<file path="config.mk">
export PLATFORM = sky130hd
export DESIGN_NAME = preemptive_priority_scheduler_core
export DESIGN_NICKNAME = d
export VERILOG_FILES = /design/src/sv/pss_pkg.sv /design/src/sv/pss_ram.sv /design/src/sv/pss_fifo.sv /design/src/sv/pss_front.sv /design/src/sv/pss_back.sv /design/src/sv/preemptive_priority_scheduler_core.sv
export SDC_FILE = /design/constraint.sdc
export NUM_CORES = 2
export LEC_CHECK = 0
export BUFFER_PORTS_ARGS = -buffer_cell sky130_fd_sc_hd__buf_2
export CAP_MARGIN = 20
export CORE_ASPECT_RATIO = 1.4
export CORE_MARGIN = 4
export CORE_UTILIZATION = 35
export CTS_CLUSTER_SIZE = 8
export DETAILED_ROUTE_END_ITERATION = 10
export PLACE_DENSITY = 0.53
export SETUP_SLACK_MARGIN = 0.5
export SKIP_LAST_GASP = 1
export SLEW_MARGIN = 20
export SYNTH_ARGS = -nofsm -noshare
export SYNTH_HDL_FRONTEND = slang
export SYNTH_SLANG_ARGS = --single-unit
</file>
<file path="constraint.sdc">
create_clock -name clk_i -period 12.75 [get_ports clk_i]
set_input_delay 1.9125 -clock clk_i [delete_from_list [all_inputs] [get_ports clk_i]]
set_output_delay 1.9125 -clock clk_i [all_outputs]
set_load 0.005 [all_outputs]
</file>
<file path="src/sv/pss_pkg.sv">
// Shared types and constants of the preemptive priority scheduler.
// Depends on nothing; pss_front, pss_back and the top level refer to it by scoped names.
package pss_pkg;

  localparam int MaxProcesses = 16;
  localparam int QueueDepth   = 2;

  localparam int ArrW   = 12;
  localparam int BurW   = 12;
  localparam int PriW   = 8;
  localparam int NumW   = 5;
  localparam int WaitW  = 16;
  localparam int TurnW  = 17;
  localparam int TWaitW = 20;
  localparam int TTurnW = 21;

  localparam int MaxWait  = 65535;
  localparam int MaxTurn  = 131071;
  localparam int MaxTWait = 1048575;
  localparam int MaxTTurn = 2097151;

  typedef struct packed {
    logic [ArrW-1:0] arrival;
    logic [BurW-1:0] burst;
    logic [PriW-1:0] prio;
    logic [BurW-1:0] remaining;
  } job_t;

  typedef struct packed {
    logic [ArrW-1:0] arrival;
    logic [BurW-1:0] burst;
    logic [PriW-1:0] prio;
    logic            store;
    logic            last;
  } load_t;

  typedef struct packed {
    logic [NumW-1:0]   job_number;
    logic [WaitW-1:0]  waiting;
    logic [TurnW-1:0]  turnaround;
    logic [TWaitW-1:0] total_waiting;
    logic [TTurnW-1:0] total_turnaround;
    logic              last;
  } result_t;

endpackage

</file>
<file path="src/sv/pss_ram.sv">
// Generic single-write, single-read RAM with registered read data.
// Depends on nothing.
module pss_ram #(
  parameter  int Width = 8,
  parameter  int Depth = 16,
  localparam int AddrW = (Depth > 1) ? $clog2(Depth) : 1
) (
  input  logic                   clk_i,
  input  logic                   we_i,
  input  logic [AddrW-1:0]       waddr_i,
  input  logic [Width-1:0]       wdata_i,
  input  logic [AddrW-1:0]       raddr_i,
  output logic [Width-1:0]       rdata_o
);

  logic [Width-1:0] mem_q [Depth];

  always_ff @(posedge clk_i) begin
    if (we_i) begin
      mem_q[waddr_i] <= wdata_i;
    end
    rdata_o <= mem_q[raddr_i];
  end

endmodule

</file>
<file path="src/sv/pss_fifo.sv">
// Small register queue with full and empty flags.
// Depends on nothing; used between front and back and on the result side.
module pss_fifo #(
  parameter int Width = 8,
  parameter int Depth = 2
) (
  input  logic             clk_i,
  input  logic             rst_ni,
  input  logic             push_i,
  input  logic [Width-1:0] data_i,
  output logic             full_o,
  input  logic             pop_i,
  output logic [Width-1:0] data_o,
  output logic             empty_o
);

  localparam int PtrW = (Depth > 1) ? $clog2(Depth) : 1;
  localparam int CntW = $clog2(Depth + 1);

  logic [Width-1:0] mem_q [Depth];
  logic [PtrW-1:0]  wr_ptr_q, wr_ptr_d, rd_ptr_q, rd_ptr_d;
  logic [CntW-1:0]  count_q, count_d;
  logic             do_push, do_pop;

  assign full_o  = (count_q == CntW'(Depth));
  assign empty_o = (count_q == '0);
  assign do_push = push_i && !full_o;
  assign do_pop  = pop_i && !empty_o;
  assign data_o  = mem_q[rd_ptr_q];

  always_comb begin
    wr_ptr_d = wr_ptr_q;
    rd_ptr_d = rd_ptr_q;
    count_d  = count_q;
    if (do_push) begin
      wr_ptr_d = (wr_ptr_q == PtrW'(Depth - 1)) ? '0 : wr_ptr_q + 1'b1;
    end
    if (do_pop) begin
      rd_ptr_d = (rd_ptr_q == PtrW'(Depth - 1)) ? '0 : rd_ptr_q + 1'b1;
    end
    if (do_push && !do_pop) begin
      count_d = count_q + 1'b1;
    end else if (!do_push && do_pop) begin
      count_d = count_q - 1'b1;
    end
  end

  always_ff @(posedge clk_i or negedge rst_ni) begin
    if (!rst_ni) begin
      wr_ptr_q <= '0;
      rd_ptr_q <= '0;
      count_q  <= '0;
    end else begin
      wr_ptr_q <= wr_ptr_d;
      rd_ptr_q <= rd_ptr_d;
      count_q  <= count_d;
    end
  end

  always_ff @(posedge clk_i) begin
    if (do_push) begin
      mem_q[wr_ptr_q] <= data_i;
    end
  end

endmodule

</file>
<file path="src/sv/pss_front.sv">
// Load front end: takes job items, fixes a zero burst and drops jobs past capacity.
// Depends on pss_pkg; feeds the queue in front of pss_back.
module pss_front #(
  parameter int MaxJobs = pss_pkg::MaxProcesses
) (
  input  logic                      clk_i,
  input  logic                      rst_ni,
  input  logic                      push_i,
  input  logic [pss_pkg::ArrW-1:0]  arrival_i,
  input  logic [pss_pkg::BurW-1:0]  burst_i,
  input  logic [pss_pkg::PriW-1:0]  prio_i,
  input  logic                      last_i,
  input  logic                      q_full_i,
  output logic                      q_push_o,
  output pss_pkg::load_t            q_data_o
);

  localparam int CntW = $clog2(MaxJobs + 1);

  logic [CntW-1:0] load_cnt_q, load_cnt_d;
  logic            accept, store;

  assign accept = push_i && !q_full_i;
  assign store  = (load_cnt_q != CntW'(MaxJobs));

  always_comb begin
    q_data_o.arrival = arrival_i;
    q_data_o.burst   = (burst_i == '0) ? pss_pkg::BurW'(1) : burst_i;
    q_data_o.prio    = prio_i;
    q_data_o.store   = store;
    q_data_o.last    = last_i;
    q_push_o         = accept && (store || last_i);
    load_cnt_d       = load_cnt_q;
    if (accept) begin
      if (last_i) begin
        load_cnt_d = '0;
      end else if (store) begin
        load_cnt_d = load_cnt_q + 1'b1;
      end
    end
  end

  always_ff @(posedge clk_i or negedge rst_ni) begin
    if (!rst_ni) begin
      load_cnt_q <= '0;
    end else begin
      load_cnt_q <= load_cnt_d;
    end
  end

endmodule

</file>
<file path="src/sv/pss_back.sv">
// Back end: stores jobs, runs the event-driven schedule over the job RAM, emits results.
// Depends on pss_pkg and pss_ram.
module pss_back #(
  parameter int MaxJobs = pss_pkg::MaxProcesses
) (
  input  logic             clk_i,
  input  logic             rst_ni,
  input  pss_pkg::load_t   ld_data_i,
  input  logic             ld_empty_i,
  output logic             ld_pop_o,
  input  logic             res_full_i,
  output logic             res_push_o,
  output pss_pkg::result_t res_data_o
);

  localparam int IdxW  = (MaxJobs > 1) ? $clog2(MaxJobs) : 1;
  localparam int CntW  = $clog2(MaxJobs + 1);
  localparam int TickW = $clog2((MaxJobs + 1) * (1 << pss_pkg::ArrW));
  localparam int JobW  = $bits(pss_pkg::job_t);
  localparam int RamW  = TickW + JobW;
  localparam int SatW  = (TickW > pss_pkg::TTurnW) ? TickW : pss_pkg::TTurnW;
  localparam int SumW  = SatW + 1;

  localparam logic [2:0] S_LOAD   = 3'd0;
  localparam logic [2:0] S_SCAN   = 3'd1;
  localparam logic [2:0] S_DECIDE = 3'd2;
  localparam logic [2:0] S_OUT_RD = 3'd3;
  localparam logic [2:0] S_OUT_WR = 3'd4;

  logic [2:0]                 state_q, state_d;
  logic [CntW-1:0]            job_cnt_q, job_cnt_d, done_q, done_d;
  logic [CntW-1:0]            issue_q, issue_d, out_idx_q, out_idx_d;
  logic [TickW-1:0]           tick_q, tick_d;
  logic                       rd_vld_q, rd_vld_d;
  logic [IdxW-1:0]            rd_tag_q, rd_tag_d;
  logic                       found_q, found_d, nxt_vld_q, nxt_vld_d;
  logic [IdxW-1:0]            best_idx_q, best_idx_d;
  pss_pkg::job_t              best_q, best_d;
  logic [pss_pkg::ArrW-1:0]   nxt_arr_q, nxt_arr_d;
  logic [pss_pkg::TWaitW-1:0] twait_q, twait_d;
  logic [pss_pkg::TTurnW-1:0] tturn_q, tturn_d;

  logic                       we;
  logic [IdxW-1:0]            waddr, raddr;
  logic [RamW-1:0]            wdata, rdata;
  pss_pkg::job_t              rd_job, ld_job, upd_job;
  logic [TickW-1:0]           rd_fin;

  logic                       live, future;
  logic [TickW-1:0]           gap, tick_run;
  logic [pss_pkg::BurW-1:0]   run, new_rem;
  logic [TickW-1:0]           turn, wait_t;
  logic [SatW-1:0]            turn_x, wait_x, tw_in, tt_in;
  logic [SumW-1:0]            tw_sum, tt_sum;
  logic [CntW-1:0]            num;

  pss_ram #(
    .Width (RamW),
    .Depth (MaxJobs)
  ) u_ram (
    .clk_i   (clk_i),
    .we_i    (we),
    .waddr_i (waddr),
    .wdata_i (wdata),
    .raddr_i (raddr),
    .rdata_o (rdata)
  );

  assign rd_job = pss_pkg::job_t'(rdata[JobW-1:0]);
  assign rd_fin = rdata[RamW-1 -: TickW];

  assign ld_job.arrival   = ld_data_i.arrival;
  assign ld_job.burst     = ld_data_i.burst;
  assign ld_job.prio      = ld_data_i.prio;
  assign ld_job.remaining = ld_data_i.burst;

  assign live   = (rd_job.remaining != '0);
  assign future = (TickW'(rd_job.arrival) > tick_q);

  assign gap      = TickW'(nxt_arr_q) - tick_q;
  assign run      = (nxt_vld_q && gap < TickW'(best_q.remaining)) ?
                    gap[pss_pkg::BurW-1:0] : best_q.remaining;
  assign new_rem  = best_q.remaining - run;
  assign tick_run = tick_q + TickW'(run);

  always_comb begin
    upd_job           = best_q;
    upd_job.remaining = new_rem;
  end

  assign turn   = rd_fin - TickW'(rd_job.arrival);
  assign wait_t = turn - TickW'(rd_job.burst);
  assign turn_x = SatW'(turn);
  assign wait_x = SatW'(wait_t);
  assign tw_in  = (wait_x > SatW'(pss_pkg::MaxTWait)) ? SatW'(pss_pkg::MaxTWait) : wait_x;
  assign tt_in  = (turn_x > SatW'(pss_pkg::MaxTTurn)) ? SatW'(pss_pkg::MaxTTurn) : turn_x;
  assign tw_sum = SumW'(twait_q) + SumW'(tw_in);
  assign tt_sum = SumW'(tturn_q) + SumW'(tt_in);
  assign num    = out_idx_q + 1'b1;

  always_comb begin
    res_data_o.job_number = pss_pkg::NumW'(num);
    res_data_o.waiting    = (wait_x > SatW'(pss_pkg::MaxWait)) ?
                            pss_pkg::WaitW'(pss_pkg::MaxWait) : wait_x[pss_pkg::WaitW-1:0];
    res_data_o.turnaround = (turn_x > SatW'(pss_pkg::MaxTurn)) ?
                            pss_pkg::TurnW'(pss_pkg::MaxTurn) : turn_x[pss_pkg::TurnW-1:0];
    res_data_o.total_waiting    = twait_d;
    res_data_o.total_turnaround = tturn_d;
    res_data_o.last             = (num == job_cnt_q);
  end

  assign raddr = (state_q == S_SCAN) ? issue_q[IdxW-1:0] : out_idx_q[IdxW-1:0];

  always_comb begin
    state_d    = state_q;
    job_cnt_d  = job_cnt_q;
    done_d     = done_q;
    issue_d    = issue_q;
    out_idx_d  = out_idx_q;
    tick_d     = tick_q;
    rd_vld_d   = 1'b0;
    rd_tag_d   = rd_tag_q;
    found_d    = found_q;
    nxt_vld_d  = nxt_vld_q;
    best_idx_d = best_idx_q;
    best_d     = best_q;
    nxt_arr_d  = nxt_arr_q;
    twait_d    = twait_q;
    tturn_d    = tturn_q;
    ld_pop_o   = 1'b0;
    res_push_o = 1'b0;
    we         = 1'b0;
    waddr      = best_idx_q;
    wdata      = {tick_run, upd_job};

    case (state_q)
      S_LOAD: begin
        if (!ld_empty_i) begin
          ld_pop_o = 1'b1;
          if (ld_data_i.store) begin
            we        = 1'b1;
            waddr     = job_cnt_q[IdxW-1:0];
            wdata     = {TickW'(0), ld_job};
            job_cnt_d = job_cnt_q + 1'b1;
          end
          if (ld_data_i.last) begin
            tick_d    = '0;
            done_d    = '0;
            issue_d   = '0;
            found_d   = 1'b0;
            nxt_vld_d = 1'b0;
            state_d   = S_SCAN;
          end
        end
      end
      S_SCAN: begin
        if (rd_vld_q && live) begin
          if (future) begin
            if (!nxt_vld_q || rd_job.arrival < nxt_arr_q) begin
              nxt_vld_d = 1'b1;
              nxt_arr_d = rd_job.arrival;
            end
          end else if (!found_q || rd_job.prio > best_q.prio ||
                       (rd_job.prio == best_q.prio && rd_job.arrival < best_q.arrival)) begin
            found_d    = 1'b1;
            best_idx_d = rd_tag_q;
            best_d     = rd_job;
          end
        end
        if (issue_q != job_cnt_q) begin
          rd_vld_d = 1'b1;
          rd_tag_d = issue_q[IdxW-1:0];
          issue_d  = issue_q + 1'b1;
        end else if (!rd_vld_q) begin
          state_d = S_DECIDE;
        end
      end
      S_DECIDE: begin
        issue_d   = '0;
        found_d   = 1'b0;
        nxt_vld_d = 1'b0;
        state_d   = S_SCAN;
        if (!found_q) begin
          tick_d = TickW'(nxt_arr_q);
        end else begin
          we     = 1'b1;
          tick_d = tick_run;
          if (new_rem == '0) begin
            done_d = done_q + 1'b1;
            if (done_d == job_cnt_q) begin
              out_idx_d = '0;
              twait_d   = '0;
              tturn_d   = '0;
              state_d   = S_OUT_RD;
            end
          end
        end
      end
      S_OUT_RD: begin
        if (!res_full_i) begin
          state_d = S_OUT_WR;
        end
      end
      S_OUT_WR: begin
        res_push_o = 1'b1;
        twait_d    = (tw_sum > SumW'(pss_pkg::MaxTWait)) ?
                     pss_pkg::TWaitW'(pss_pkg::MaxTWait) : tw_sum[pss_pkg::TWaitW-1:0];
        tturn_d    = (tt_sum > SumW'(pss_pkg::MaxTTurn)) ?
                     pss_pkg::TTurnW'(pss_pkg::MaxTTurn) : tt_sum[pss_pkg::TTurnW-1:0];
        if (num == job_cnt_q) begin
          job_cnt_d = '0;
          done_d    = '0;
          tick_d    = '0;
          state_d   = S_LOAD;
        end else begin
          out_idx_d = num;
          state_d   = S_OUT_RD;
        end
      end
      default: begin
        state_d = S_LOAD;
      end
    endcase
  end

  always_ff @(posedge clk_i or negedge rst_ni) begin
    if (!rst_ni) begin
      state_q   <= S_LOAD;
      job_cnt_q <= '0;
      done_q    <= '0;
      issue_q   <= '0;
      out_idx_q <= '0;
      tick_q    <= '0;
      rd_vld_q  <= 1'b0;
      found_q   <= 1'b0;
      nxt_vld_q <= 1'b0;
      twait_q   <= '0;
      tturn_q   <= '0;
    end else begin
      state_q   <= state_d;
      job_cnt_q <= job_cnt_d;
      done_q    <= done_d;
      issue_q   <= issue_d;
      out_idx_q <= out_idx_d;
      tick_q    <= tick_d;
      rd_vld_q  <= rd_vld_d;
      found_q   <= found_d;
      nxt_vld_q <= nxt_vld_d;
      twait_q   <= twait_d;
      tturn_q   <= tturn_d;
    end
  end

  always_ff @(posedge clk_i) begin
    rd_tag_q   <= rd_tag_d;
    best_idx_q <= best_idx_d;
    best_q     <= best_d;
    nxt_arr_q  <= nxt_arr_d;
  end

endmodule

</file>
<file path="src/sv/preemptive_priority_scheduler_core.sv">
// Top level of the preemptive priority scheduler.
// Depends on pss_pkg, pss_front, pss_fifo and pss_back.
//
// Usage:
// Input side is a queue: present a job (arrival, burst, priority, last flag)
// with push; it is taken on an edge where push is high and full is low.
// Jobs load at one per cycle while full is low. A zero burst counts as one
// tick; jobs beyond MaxJobs in one set are dropped. The job flagged last
// closes the set. The back end then schedules the set: each pass scans all
// n jobs from the job RAM, decides, and runs the winner up to its completion
// or the next arrival, so a set takes at most about 3n passes, independent
// of burst sizes.
// Results come out in load order, each read then pushed, on a result queue:
// the head is valid while empty is low and is taken with pop. A stalled
// receiver holds the back end once the result queue fills; loading of the
// next set continues into the two-entry queue between front and back.
// Reset empties both queues and the job count; RAM contents are not cleared.
module preemptive_priority_scheduler_core #(
  parameter int MaxJobs = pss_pkg::MaxProcesses
) (
  input  logic                        clk_i,
  input  logic                        rst_ni,
  input  logic                        push,
  output logic                        full,
  input  logic [pss_pkg::ArrW-1:0]    arrival_time_i,
  input  logic [pss_pkg::BurW-1:0]    burst_length_i,
  input  logic [pss_pkg::PriW-1:0]    job_priority_i,
  input  logic                        last_job_i,
  output logic                        empty,
  input  logic                        pop,
  output logic [pss_pkg::NumW-1:0]    job_number_o,
  output logic [pss_pkg::WaitW-1:0]   waiting_time_o,
  output logic [pss_pkg::TurnW-1:0]   turnaround_time_o,
  output logic [pss_pkg::TWaitW-1:0]  total_waiting_o,
  output logic [pss_pkg::TTurnW-1:0]  total_turnaround_o,
  output logic                        last_result_o
);

  localparam int LoadW = $bits(pss_pkg::load_t);
  localparam int ResW  = $bits(pss_pkg::result_t);

  logic             mq_push, mq_full, mq_pop, mq_empty;
  pss_pkg::load_t   mq_in, mq_out;
  logic [LoadW-1:0] mq_out_raw;
  logic             rq_push, rq_full;
  pss_pkg::result_t rq_in, rq_out;
  logic [ResW-1:0]  rq_out_raw;

  assign full   = mq_full;
  assign mq_out = pss_pkg::load_t'(mq_out_raw);
  assign rq_out = pss_pkg::result_t'(rq_out_raw);

  pss_front #(
    .MaxJobs (MaxJobs)
  ) u_front (
    .clk_i     (clk_i),
    .rst_ni    (rst_ni),
    .push_i    (push),
    .arrival_i (arrival_time_i),
    .burst_i   (burst_length_i),
    .prio_i    (job_priority_i),
    .last_i    (last_job_i),
    .q_full_i  (mq_full),
    .q_push_o  (mq_push),
    .q_data_o  (mq_in)
  );

  pss_fifo #(
    .Width (LoadW),
    .Depth (pss_pkg::QueueDepth)
  ) u_load_q (
    .clk_i   (clk_i),
    .rst_ni  (rst_ni),
    .push_i  (mq_push),
    .data_i  (mq_in),
    .full_o  (mq_full),
    .pop_i   (mq_pop),
    .data_o  (mq_out_raw),
    .empty_o (mq_empty)
  );

  pss_back #(
    .MaxJobs (MaxJobs)
  ) u_back (
    .clk_i      (clk_i),
    .rst_ni     (rst_ni),
    .ld_data_i  (mq_out),
    .ld_empty_i (mq_empty),
    .ld_pop_o   (mq_pop),
    .res_full_i (rq_full),
    .res_push_o (rq_push),
    .res_data_o (rq_in)
  );

  pss_fifo #(
    .Width (ResW),
    .Depth (pss_pkg::QueueDepth)
  ) u_res_q (
    .clk_i   (clk_i),
    .rst_ni  (rst_ni),
    .push_i  (rq_push),
    .data_i  (rq_in),
    .full_o  (rq_full),
    .pop_i   (pop),
    .data_o  (rq_out_raw),
    .empty_o (empty)
  );

  assign job_number_o       = rq_out.job_number;
  assign waiting_time_o     = rq_out.waiting;
  assign turnaround_time_o  = rq_out.turnaround;
  assign total_waiting_o    = rq_out.total_waiting;
  assign total_turnaround_o = rq_out.total_turnaround;
  assign last_result_o      = rq_out.last;

endmodule
</file>
* After elaboration in Yosys (flattened, before gate mapping)
Memories as Yosys holds them, arrays and structs flattened. A register that Yosys moved wholly into a read port is not among the register bits. Cells that the tools add are included. W data, S select, Z words.
Storage, ports and cells: memories 3, RAM bits 1204, flip-flop bits (word level) 161, output and inout bits 82, input bits 37, logic and storage cells 229
Cells by class: muxes and demuxes 89, equal/unequal tests 28, reduce and logical (&&, ||, !) cells 52, bitwise operators 1, add/subtract/negate cells 20, $lt $le $gt $ge 11
Memory list:
- u_back.u_ram.mem_q | words 16, width 61, read ports 1, clocked after Yosys merged registers in 1, wr ports 1, RTL line pss_ram.sv:16 | logic [Width-1:0] mem_q [Depth];
- u_res_q.mem_q | words 2, width 80, read ports 1, clocked after Yosys merged registers in 0, wr ports 1, RTL line pss_fifo.sv:20 | logic [Width-1:0] mem_q [Depth];
- u_load_q.mem_q | words 2, width 34, read ports 1, clocked after Yosys merged registers in 0, wr ports 1, RTL line pss_fifo.sv:20
Operators by type and width (number):
- $mux W61 | 3
- $mux W21 | 5
- $mux W20 | 5
- $mux W17 | 5
- $mux W5 | 14
- $pmux W17 S3 | 1
- $pmux W21 S2 | 1
- $pmux W20 S2 | 1
- $sub A17 B12 Y17 | 2
- $pmux W5 S3 | 2
- $mux W1 | 26
- $add A5 B1 Y5 const B | 5
- $logic_not A12 Y1 | 2
- $lt A12 B12 Y1 | 2
- $mux W12 | 2
- $ne A2 B2 Y1 const B | 12
- $add A20 B21 Y22 | 1
- $add A21 B21 Y22 | 1
- $gt A22 B20 Y1 const B | 1
- $gt A22 B21 Y1 const B | 1
- $gt A17 B21 Y1 const B | 1
- $mux W3 | 7
- $gt A17 B20 Y1 const B | 1
- $pmux W5 S2 | 2
- 39 further kinds | 98

* Depth between registers and ports, before layout
word-level depth 9, depth in mapped cells 33, depth with buffers taken out 30

* Modules after synthesis
From an unflattened synthesis, not the netlist that was laid out.
Unflattened totals: cells, all modules 3549, area total of the unflattened synthesis 60409.2 µm²
Modules (own cells, without submodules):
- pss_ram | area an instance 37765.0 µm², seq. area each 30529.3 µm², cells each 1572, times used 1
- pss_back | area an instance 12923.6 µm², seq. area each 4023.9 µm², cells each 1516, times used 1
- pss_fifo (u_res_q) | area an instance 6369.9 µm², seq. area each 4904.7 µm², cells each 268, times used 1
- pss_fifo (u_load_q) | area an instance 2801.4 µm², seq. area each 2142.1 µm², cells each 125, times used 1
- pss_front | area an instance 549.3 µm², seq. area each 125.1 µm², cells each 68, times used 1

* Worst setup path after synthesis
Ideal clock, no wire load.
path type register to register, from reg u_back.nxt_arr_q[0] (netlist name), to mem u_res_q.mem_q[0][31] (netlist name), data pin, path buffers 3, cell stages (with the launch flop) 33, data required time 12.465 ns, clock period less this slack 6.675 ns, slack 6.075 ns, library setup time 0.285 ns, arrival time 6.389 ns, path through edfxtp_1 > inv_1 > ha_1 > inv_1 > fa_1 > a21oi_1 > o2111ai_2 > a21o_1 > a21o_1 > a21oi_1 > xnor2_1 > ha_1 > a21o_1 > a2111oi_0 > o211a_1 > nand4_2 > buf_1 > o21ai_0 > ha_1 > inv_1 > fa_1 > a21oi_1 > o211ai_1 > a31o_1 > a21oi_1 > xnor2_1 > and4b_1 > clkbuf_1 > nand3_1 > mux2_4 > buf_2 > a21oi_1 > a31oi_1
RTL lines:
- from (decl) | RTL line pss_back.sv:39 | logic [pss_pkg::ArrW-1:0] nxt_arr_q, nxt_arr_d;
- from (signal assigned) | RTL line pss_back.sv:258 | nxt_arr_q <= nxt_arr_d;
- to (decl) | RTL line pss_fifo.sv:20

* Worst setup path after layout
from reg u_back.nxt_arr_q[0] (netlist name), to mem u_back.u_ram.mem_q[2][58] (netlist name), data pin
Between the ends: longest elaborated chain between the ends 8
Ends and longest elaborated chain:
- $sub A12 B17 Y17 * | RTL line pss_back.sv:80 | assign gap = TickW'(nxt_arr_q) - tick_q;
- $lt A17 B12 Y1 | RTL line pss_back.sv:81 | assign run = (nxt_vld_q && gap < TickW'(best_q.remaining)) ?
- $logic_and A1 B1 Y1 | RTL line pss_back.sv:81
- $mux W12 * | RTL line pss_back.sv:81
- $add A17 B12 Y17 * | RTL line pss_back.sv:84 | assign tick_run = tick_q + TickW'(run);
- $mux W61 | RTL line pss_back.sv:140 | if (ld_data_i.store) begin
- $mux W61 | RTL line pss_back.sv:138 | if (!ld_empty_i) begin
- $mux W61 * | RTL line pss_back.sv:136 | case (state_q)
- net u_back.u_ram.wdata_i[58] | RTL line pss_ram.sv:11 | input logic [Width-1:0] wdata_i,
- to (decl) | RTL line pss_ram.sv:16
The timed path passes the listed nets; every way through them passes the cells marked *.

==> summary.md <==
| Metric | Value |
|---|---|
| Worst-Skew Late Latency | `0.83 ns` |
| Total grt overflow | `0` |
| FFs w/ async S/R, synth | `6.80%` |
| Total routing usage reported by global routing | `17.8%` |
| CTS tree | `built` |
| Wirelength, routed | `167 mm` |
| Share of the synthesized area in the top cell type | `61.9%` |
| Top_reg_cell synth | `edfxtp_1` |
| Post-synthesis register bit count | `1,426` |
| DP Wirelength | `94.4 mm` |
| I/O Pins | `119` |
| Capturing element type of the critical path | `register` |
| Met1 Usage GRT | `22.4%` |
| Die X | `362 µm` |
| M2 GR Usage | `31.1%` |
| Top-count cell post-synth | `edfxtp_1` |
| Final cell utilization of the core | `40.7%` |
| FMAX | `0.123 GHz` |
| CTS Buf Count | `196` |
| Max Root-Sink Buffers | `3` |
| H-tree levels | `4` |
| Core area | `174,000 µm²` |
| Synth Instances | `4,621` |
| Unrepaired setup endpoints after global routing | `false` |
| Drt pass-1 iters | `7` |
| Outcome | `finished clean` |
| Syn nets | `4,819` |
| M3 GR Usage | `2.67%` |
| Post-route ant nets | `0` |
| Area delta synth->final | `15.2%` |
| Layout cell share with drive strength beyond 1 | `12.0%` |
| Vias in the first global route | `37.6k` |
| Yosys warnings | `0` |
| Sequential-to-total area share from yosys stat | `67.9%` |
| Kind of critical path | `reg2reg` |
| CP required | `13.21 ns` |
| Initial antenna violation count | `7` |
| Yosys top cell by area | `edfxtp_1` |
| Most Used Layer, Global Route | `met2` |
| Yosys cell types | `84` |
| First-pass GRT wire length | `246 mm` |
| Clk pin slew, worst setup/hold paths | `0.05 ns` |
| Maxcap violations | `0` |
| Worst hold path type | `reg2reg` |
| Post-CTS Setup Bufs | `0` |
| Mean Syn Cell Area | `13.3 µm²` |
| Slew at the pin closest to its max-slew limit | `1.18 ns` |
| Post-synth EDFFs | `1,268` |
| Crit path time final | `8.14 ns` |
| Top post-synthesis cells by area | `edfxtp_1, dfrtp_1, a211oi_1` |
| Initial core utilization | `35.3%` |
| Wire per inst | `23.1 µm` |
| Hold Fails Final Rpt | `0` |
| RePlAce Congestion | `0.886` |
| Clock skew | `0.0420 ns` |
| Crit Path Max Fanout | `16` |
| Port bufs | `118` |
| Die span in y | `504 µm` |
| Largest stage delay, worst path | `0.83 ns` |
| Largest net degree at the start of global routing | `212` |
| Via density | `5.29` |
| Remaining DRCs | `0` |
| Post-route setup TNS | `0 ns` |
| Number of hold buffers added after cts | `0` |
| Cell Rows | `181` |
| Die area | `183,000 µm²` |
| Nets | `4,959` |
| Startpoint Class | `register` |
| Starting DRC count in detailed routing | `2,931` |
| TritonCTS sink count | `1,426` |
| Mapped Area | `61,500 µm²` |
| # resized after CTS | `0` |
| Final Max Slew Viols | `0` |
| Slowest cell on the critical path | `a21oi_1` |
| Final setup vio count | `0` |
| CP dominant cell by count | `a21oi_1` |
| Max transition margin | `21.4%` |
| Commonest cells post-synth | `edfxtp_1, nand2_1, a211oi_1` |
| Root Buffer | `clkbuf_16` |
| Worst path arrival time | `8.60 ns` |
| Crit share post-route | `63.8%` |
| Vias | `38.1k` |
## sequential cells by signal (all words and copies together), names as in the netlist, 5 cells and up
| register | count |
|---|---|
| u_back.best_q | 44 |
| u_back.done_q | 5 |
| u_back.issue_q | 5 |
| u_back.job_cnt_q | 5 |
| u_back.nxt_arr_q | 12 |
| u_back.out_idx_q | 5 |
| u_back.tick_q | 17 |
| u_back.tturn_q | 21 |
| u_back.twait_q | 20 |
| u_back.u_ram.mem_q | 976 |
| u_back.u_ram.rdata_o | 61 |
| u_front.load_cnt_q | 5 |
| u_load_q.mem_q | 68 |
| u_res_q.mem_q | 160 |
## logic make-up after synthesis
kind of cell / synth area share, %
XOR/XNOR: 1.81
adder cells (fa/ha/maj): 3.36
flip-flops: 67.9
buffers and inverters: 2.77
AO/OA/AOI/OAI: 12.3
AND/OR/NAND/NOR: 9.27
multiplexers: 2.61
## layout make-up
| type | count | area, µm² |
|---|---|---|
| antenna | 3 | 7.51 |
| clock buffer | 349 | 5510 |
| clock inverter | 15 | 302 |
| fill | 16100 | 103000 |
| inverter | 160 | 601 |
| multi-input combinational | 2755 | 18300 |
| sequential | 1426 | 41700 |
| tap | 2287 | 2860 |
| timing repair buffer | 222 | 1490 |
## final timing paths
check	from	end	slack (ns)	cells past startpoint
max	u_back.nxt_arr_q[0]	u_back.u_ram.mem_q[2][58]	4.61	29
min	u_back.rd_tag_q[3]	u_back.best_idx_q[3]	0.43	0
max reg2reg	u_back.nxt_arr_q[0]	u_back.u_ram.mem_q[2][58]	4.61	29
min reg2reg	u_back.rd_tag_q[3]	u_back.best_idx_q[3]	0.43	0
max in group asynchronous	rst_ni	u_res_q.rd_ptr_q	10.06	3
min in group asynchronous	rst_ni	u_back.tturn_q[15]	0.93	1
## stage by stage
step | hold WS (ns) | cell area (µm²) | setup slack (ns) | std cells
finish | 0.426 | 70800 | 4.61 | 7217
global placement | 0.402 | 64900 | 4.75 | 6845
detailed placement | 0.407 | 64900 | 4.63 | 6845
CTS | 0.426 | 70700 | 4.58 | 7209
global route | 0.436 | 70800 | 4.01 | 7215
floorplan | 0.400 | 61500 | 6.08 | 4621
## layer usage
layer	routed length (µm)	up-vias
li1	-	17700
met1	69800	19200
met2	83900	971
met3	7370	259
met4	5590	4
met5	21	-
## cell usage in the layout, fill, tap and decap left out, types with 16 or more instances in the layout
cell type | synthesis | final
ha_1 | 154 | 154
a211oi_1 | 314 | 314
xnor2_1 | 81 | 81
nand2b_1 | 31 | 31
edfxtp_1 | 1268 | 1268
o21ai_0 | 92 | 88
dfrtp_1 | 97 | 95
or3_1 | 16 | 16
nor2_4 | 0 | 19
o21bai_1 | 16 | 16
a21o_1 | 43 | 43
mux2i_1 | 55 | 50
clkbuf_1 | 242 | 151
buf_4 | 0 | 95
mux2_2 | 91 | 90
nand3_1 | 42 | 42
and2_1 | 243 | 241
o211ai_1 | 18 | 18
o21a_1 | 25 | 25
xor2_1 | 44 | 44
nor2b_1 | 18 | 18
nor2_1 | 127 | 107
inv_1 | 159 | 159
clkbuf_16 | 0 | 197
nor3_1 | 37 | 37
dfxtp_1 | 61 | 61
a21oi_1 | 260 | 257
buf_2 | 29 | 117
a31oi_1 | 156 | 155
nand2_1 | 587 | 587
a311oi_1 | 122 | 122
## worst max-delay path, delay by kind of cell (launching register included)
kind	cells	cell delay, ns
AND/OR/NAND/NOR	3	1.04
flip-flops	1	0.42
buffers and inverters	4	0.27
AO/OA/AOI/OAI	16	4.35
XOR/XNOR	1	0.16
adder cells (fa/ha/maj)	5	1.51
Power is left out: the tool's default activity adds up to more than one toggle a clock period on the data nets, which glitch-free logic cannot reach.
